### src/rtl/timer_deadline_min_heap_defines.svh
// Assertion macros used by the timer heap top level.
`ifndef TIMER_DEADLINE_MIN_HEAP_DEFINES_SVH
`define TIMER_DEADLINE_MIN_HEAP_DEFINES_SVH
// Implication checked on every rising clock edge outside reset.
`define TDH_ASSERT_IMPLY(label, clk, rst, ante, cons) \
   label: assert property (@(posedge clk) disable iff (rst) (ante) |-> (cons)) \
      else $error("check failed");
// Next-cycle implication checked outside reset.
`define TDH_ASSERT_NEXT(label, clk, rst, ante, cons) \
   label: assert property (@(posedge clk) disable iff (rst) (ante) |=> (cons)) \
      else $error("check failed");
`endif

### src/rtl/tdh_pkg.sv
// Package with shared types and constants of the timer deadline heap.
`timescale 1ns / 1ps
package tdh_pkg;
   localparam int CapacityDefault     = 64;
   localparam int DeadlineBitsDefault = 64;
   localparam int IdBits              = 6;
   localparam int TimerCount          = 64;

   typedef enum logic [1:0] {
      KIND_PUSH = 2'd0, KIND_POP = 2'd1, KIND_REMOVE = 2'd2, KIND_PEEK = 2'd3
   } kind_type;

   typedef enum logic [1:0] {
      STATUS_OK = 2'd0, STATUS_INVALID = 2'd1, STATUS_FULL = 2'd2, STATUS_EMPTY = 2'd3
   } status_type;

   typedef enum logic [3:0] {
      ST_IDLE, ST_DECIDE, ST_MOVE, ST_RD_PARENT, ST_UP_CMP, ST_RD_KIDS, ST_DN_CMP,
      ST_SWAP, ST_RESP
   } state_type;

   // Commands from the controller to the datapath.
   typedef struct packed {
      logic capture;     // latch request, read root/last/slot
      logic decide;      // latch status and the moving entry
      logic do_move;     // apply push/pop/remove bookkeeping
      logic rd_parent;   // read parent of cursor
      logic up_cmp;      // latch parent as swap target
      logic rd_kids;     // read children of cursor
      logic dn_cmp;      // latch best child as swap target
      logic do_swap;     // exchange cursor with chosen slot
      logic load_out;    // load response register
   } cmd_type;

   // Status from the datapath to the controller.
   typedef struct packed {
      logic       finish;     // rejected request or peek: no heap change
      logic       no_work;    // no sift needed after the move
      logic       start_up;   // moved entry sifts up first
      logic       at_root;
      logic       parent_gt;  // parent strictly larger than cursor
      logic       kid_less;   // some child strictly smaller than cursor
   } stat_type;
endpackage

### src/rtl/tdh_ctrl.sv
// Controller state machine sequencing each heap request.
`timescale 1ns / 1ps
module tdh_ctrl (
   input  logic              clock,
   input  logic              reset,
   input  logic              req_fire,
   input  logic              rsp_free,
   input  tdh_pkg::stat_type stat,
   output tdh_pkg::cmd_type  cmd,
   output logic              busy
);
   import tdh_pkg::*;

   state_type state_ff, state_in;
   logic      up_ff, up_in;

   always_ff @(posedge clock) begin
      if (reset) begin
         state_ff <= ST_IDLE;
         up_ff    <= 1'b0;
      end else begin
         state_ff <= state_in;
         up_ff    <= up_in;
      end
   end

   always_comb begin
      state_in = state_ff;
      up_in    = up_ff;
      cmd      = '0;
      busy     = (state_ff != ST_IDLE);
      unique case (state_ff)
         ST_IDLE: begin
            if (req_fire) begin
               cmd.capture = 1'b1;
               state_in    = ST_DECIDE;
            end
         end
         ST_DECIDE: begin
            cmd.decide = 1'b1;
            if (stat.finish) begin
               state_in = ST_RESP;
            end else begin
               state_in = ST_MOVE;
            end
         end
         ST_MOVE: begin
            cmd.do_move = 1'b1;
            up_in       = stat.start_up;
            if (stat.no_work) begin
               state_in = ST_RESP;
            end else if (stat.start_up) begin
               state_in = ST_RD_PARENT;
            end else begin
               state_in = ST_RD_KIDS;
            end
         end
         ST_RD_PARENT: begin
            cmd.rd_parent = 1'b1;
            state_in      = stat.at_root ? ST_RESP : ST_UP_CMP;
         end
         ST_UP_CMP: begin
            cmd.up_cmp = 1'b1;
            state_in   = stat.parent_gt ? ST_SWAP : ST_RESP;
         end
         ST_RD_KIDS: begin
            cmd.rd_kids = 1'b1;
            state_in    = ST_DN_CMP;
         end
         ST_DN_CMP: begin
            cmd.dn_cmp = 1'b1;
            state_in   = stat.kid_less ? ST_SWAP : ST_RESP;
         end
         ST_SWAP: begin
            cmd.do_swap = 1'b1;
            state_in    = up_ff ? ST_RD_PARENT : ST_RD_KIDS;
         end
         ST_RESP: begin
            if (rsp_free) begin
               cmd.load_out = 1'b1;
               state_in     = ST_IDLE;
            end
         end
         default: state_in = ST_IDLE;
      endcase
   end
endmodule

### config.mk
export PLATFORM = sky130hd
export DESIGN_NAME = tdh_ctrl
export DESIGN_NICKNAME = d
export VERILOG_FILES = /design/src/rtl/timer_deadline_min_heap_defines.svh /design/src/rtl/tdh_pkg.sv /design/src/rtl/tdh_ctrl.sv
export SDC_FILE = /design/constraint.sdc
export NUM_CORES = 1
export LEC_CHECK = 0
export ABC_AREA = 0
export ABC_CLOCK_PERIOD_IN_PS = 1480
export BUFFER_PORTS_ARGS = -buffer_cell sky130_fd_sc_hd__buf_2
export CAP_MARGIN = 30
export CORE_AREA = 10 10 47 49
export CTS_CLUSTER_SIZE = 12
export DETAILED_ROUTE_END_ITERATION = 16
export DIE_AREA = 0 0 57 59
export HOLD_SLACK_MARGIN = 0.05
export PLACE_DENSITY = 0.65
export SYNTH_ARGS = -nofsm -noshare
export SYNTH_HDL_FRONTEND = slang
export SYNTH_SLANG_ARGS = --single-unit
### constraint.sdc
create_clock -name clock -period 1.48 [get_ports clock]
set_input_delay 0.296 -clock clock [delete_from_list [all_inputs] [get_ports clock]]
set_output_delay 0.296 -clock clock [all_outputs]
set_load 0.01 [all_outputs]
; Yosys cells after proc, flatten, opt, wreduce, memory -nomap -nowiden
; Index checks and enable logic that the tools add are counted.
[totals]
ff_bits = 5
latchBits = 0
ram_bits = 0
romBits = 0
in_bits = 10
output_inout_bits = 10
word_cells = 36
mem_count = 0
[classes]
add_sub_neg = 0
n_mul = 0
div = 0
magnitude_cmp = 0
eq_ne = 10
shift = 0
mux = 21
n_bitwise = 0
reduce_logical = 3
[ops]
columns = op, n
row1 = case mux 4 bit (9 select lines), 1
row2 = two-way mux 4 bit, 7
row3 = "equality test 4 x 3 -> 1 bit, second input constant", 4
row4 = two-way mux 1 bit, 11
row5 = "equality test 4 x 2 -> 1 bit, second input constant", 2
row6 = two-way mux 3 bit, 2
row7 = "equality test 4 x 1 -> 1 bit, second input constant", 1
row8 = "equality test 4 bit, second input constant", 1
row9 = logical NOT 4 bit, 1
row10 = "inequality test 2 bit, second input constant", 2
row11 = nonzero test 4 bit, 1
row12 = AND reduction 2 bit, 1

; Depth between registers and ports, before layout
[logic_depth]
word_depth = 3
depth_mapped = 4

; Least setup slack after synthesis
; OpenSTA, ideal clock, no wires.
[synth_path]
kind = flip-flop to output port
startpoint = register state_ff[0]
endpoint = output cmd[0] (netlist bit)
arrival_ns = 0.946
required_ns = 1.184
path_slack_ns = 0.238
stages_incl_launch_ff = 4
path_buffers = 1
path_cell_list = dfxtp_1 buf_4 nor3_1 and3_1
[synth_rtl]
columns = item, line
row1 = start: declaration, tdh_ctrl.sv:14  ; state_type state_ff, state_in;
row2 = start signal: assignment, tdh_ctrl.sv:22  ; state_ff <= state_in;
row3 = end: declaration, tdh_ctrl.sv:9  ; output tdh_pkg::cmd_type cmd,

==> results.toml <==
[synth]
yosys_register_bits = 5
synthAdderAreaFrac_pct = 0
syn_area_per_cell_um2 = 7.77
synth_nets = 67
synth_edf_count = 0
synthSimpleGateAreaFrac_pct = 42.1
synthMuxAreaShare_pct = 4.80
synthArstFlopShare_pct = 0
netlist_area_um2 = 443
syn_inst = 57
synth_compound_area_share_pct = 23.7
ys_warn_count = 0
ys_seq_area_share_pct = 22.6
synth_top_family_by_area = "simple AND/OR/NAND/NOR gates"
ys.flop_type = "dfxtp_1"
synth_cell_types = 28
synth_xor_area_share_pct = 0

[clock_network]
root_buffer = "clkbuf_4"
cts_max_path_buffers = 2
cts.clk_slew.worst_paths_ns = 0.04
h-tree-depth = 1
cts_tree = "built"
clk_latency_ns = 0.24
clock-sinks = 5
cts-buffers-inserted = 3
hold_buffers = 0

[power_and_ir_drop]
internal-power_uw = 329
totalPowerFinal_uw = 479
peakVddDrop_uv = 611
p_leak_uw = 0.000285
p_per_area_nw_per_um2 = 765
comb_power_share_pct = 31.9
p_clk_share_pct = 32.4
switching_power_uw = 150
seq_power_share_pct = 35.7
swShare_pct = 31.4

[sta]
setup_tns_ns = 0
whs_ns = 0.312
setup_violations = 0
slew_violations = 0
min_period_ns = 1.45
worstMarginPinSlew_ns = 0.317
timing.fmax_ghz = 0.690
clock_skew_ns = 0.000572
slew_headroom_pct = 78.7
finalCritPeriodShare_pct = 97.9
rsz0062_at_grt = "yes"
hold_viol = 0

[cells_and_area]
final_core_util_pct = 44.6
n_antenna_cell = 0
layout_common_cells = "buf_2 (19), nor2_1 (8), nor3_1 (5), buf_4 (5), nand2b_1 (4)"
nets = 93
fill_cells = 152
instances_no_fill = 98
drive_above_1_share_pct = 42.7
area_growth_pct = 41.2
layout_commonest_cell = "buf_2"

[global_routing]
track_usage_pct = 7.37
grtUsageMet3_pct = 3.86
antenna_found_initial = 0
use_met2_pct = 11.8
grt_pass1_vias = 476
gr-total-overflow = 0
met1_usage_pct = 8.73
grt_pass1_wl_um = 2030
grt_busiest_layer = "met2"
grt_max_degree = 14

[floorplan]
die_w_um = 57
chipHeight_um = 59
core_area_um2 = 1400
io_pins = 20
start_util_pct = 31.6
row_count = 14
fp.dieArea_um2 = 3360

[route]
vias = 496
drt_pass1_iterations = 4
drtIter0Drc = 5
wire_per_inst_um = 12.9
viasPerCell = 5.06
drt-total-wl_um = 1270
drtAntennaViolNets = 0
drc_errors = 0

[worst_setup_path]
cp.arrival_ns = 1.15
required_ns = 1.18
worstPathMaxFanout = 7
r2r_cells = 4
cp-start-kind = "register"
crit_type = "register to output pin"
crit_path_end_kind = "output pin"

[placed_design]
place_inst = 93
port_buffers = 19
place_congestion = 0.875
hpwl_um = 1060

[status]
status = "complete, no violations"

[run]
drv_cap = 0

[worst_hold_path]
hold_depth = 2
min_path_type = "input pin to register"
-- power groups by stage --
| stage | clock (µW) | combinational, µW | sequential [µW] |
|---|---|---|---|
| finish | 155 | 153 | 171 |
| global route | 173 | 169 | 174 |
| CTS | 161 | 145 | 169 |
| detailed placement | 0 | 144 | 169 |
| global placement | 0 | 144 | 170 |
| floorplan | 0 | 95.2 | 158 |
-- final timing paths --
check              start     endpoint  slack (ns)
min                reset        up_ff        0.31
max reg2reg  state_ff[0]  state_ff[0]        0.26
max          state_ff[0]       cmd[2]        0.03
min reg2reg        up_ff        up_ff        0.53
-- worst max-delay path, cell delays in order (launching register included) --
cell and delay (ns):
dfxtp_4 0.36, buf_6 0.13, and4bb_1 0.28, buf_2 0.14
-- layout make-up --
cell class / count / area (µm²) / area share, %
Clock buffer: 4 / 26.3 / 4.20
Multi-Input combinational cell: 46 / 318 / 50.8
Sequential cell: 5 / 110 / 17.6
Tap cell: 16 / 20.0 / 3.20
Inverter: 2 / 7.51 / 1.20
Timing Repair Buffer: 25 / 144 / 23.0
-- what timing repair did --
action	in CTS	in global routing
setup buffers	0	1
cloned	0	0
setup endpoints to repair	9	7
resized for setup	5	3
pin swaps	1	1
hold endpoints to repair	0	0
-- logic make-up (layout without fill, tap and decap cells) --
group | after synthesis | count (layout)
compound gates | 13 | 13
mux | 2 | 2
buf+inv | 6 | 31
simple gates | 31 | 31
flops | 5 | 5
-- flip-flops by register name, summed over array words and instances (netlist names) --
register	count
state_ff	4
up_ff	1
-- cell usage after synthesis, drive strengths merged, types with 2 or more instances --
cell,instances,area [µm²]
nand2,3,11.3
a31oi,2,12.5
nor2,8,30.0
nand2b,4,25.0
and3,3,18.8
inv,2,7.51
nor3,6,30.0
buf,4,22.5
dfxtp,5,100
o211ai,3,22.5
o21ai,2,10.0
-- metrics by stage --
step           area, µm²  worst slack, ns
3_5_place_dp         573            0.165
6_report             626           0.0313
3_3_place_gp         573            0.164
4_1_cts              607          0.00913
2_1_floorplan        443            0.238
5_1_grt              626          -0.0239
-- per-layer routing --
metal  wire length, µm  part of all wire, %  vias up
li1                  -                    -      264
met1               632                   50      218
met2               586                   46       14
met3                48                  3.8        0
met4                 0                    0        0
met5                 0                    0        -
(Power assumes the default switching activity.)
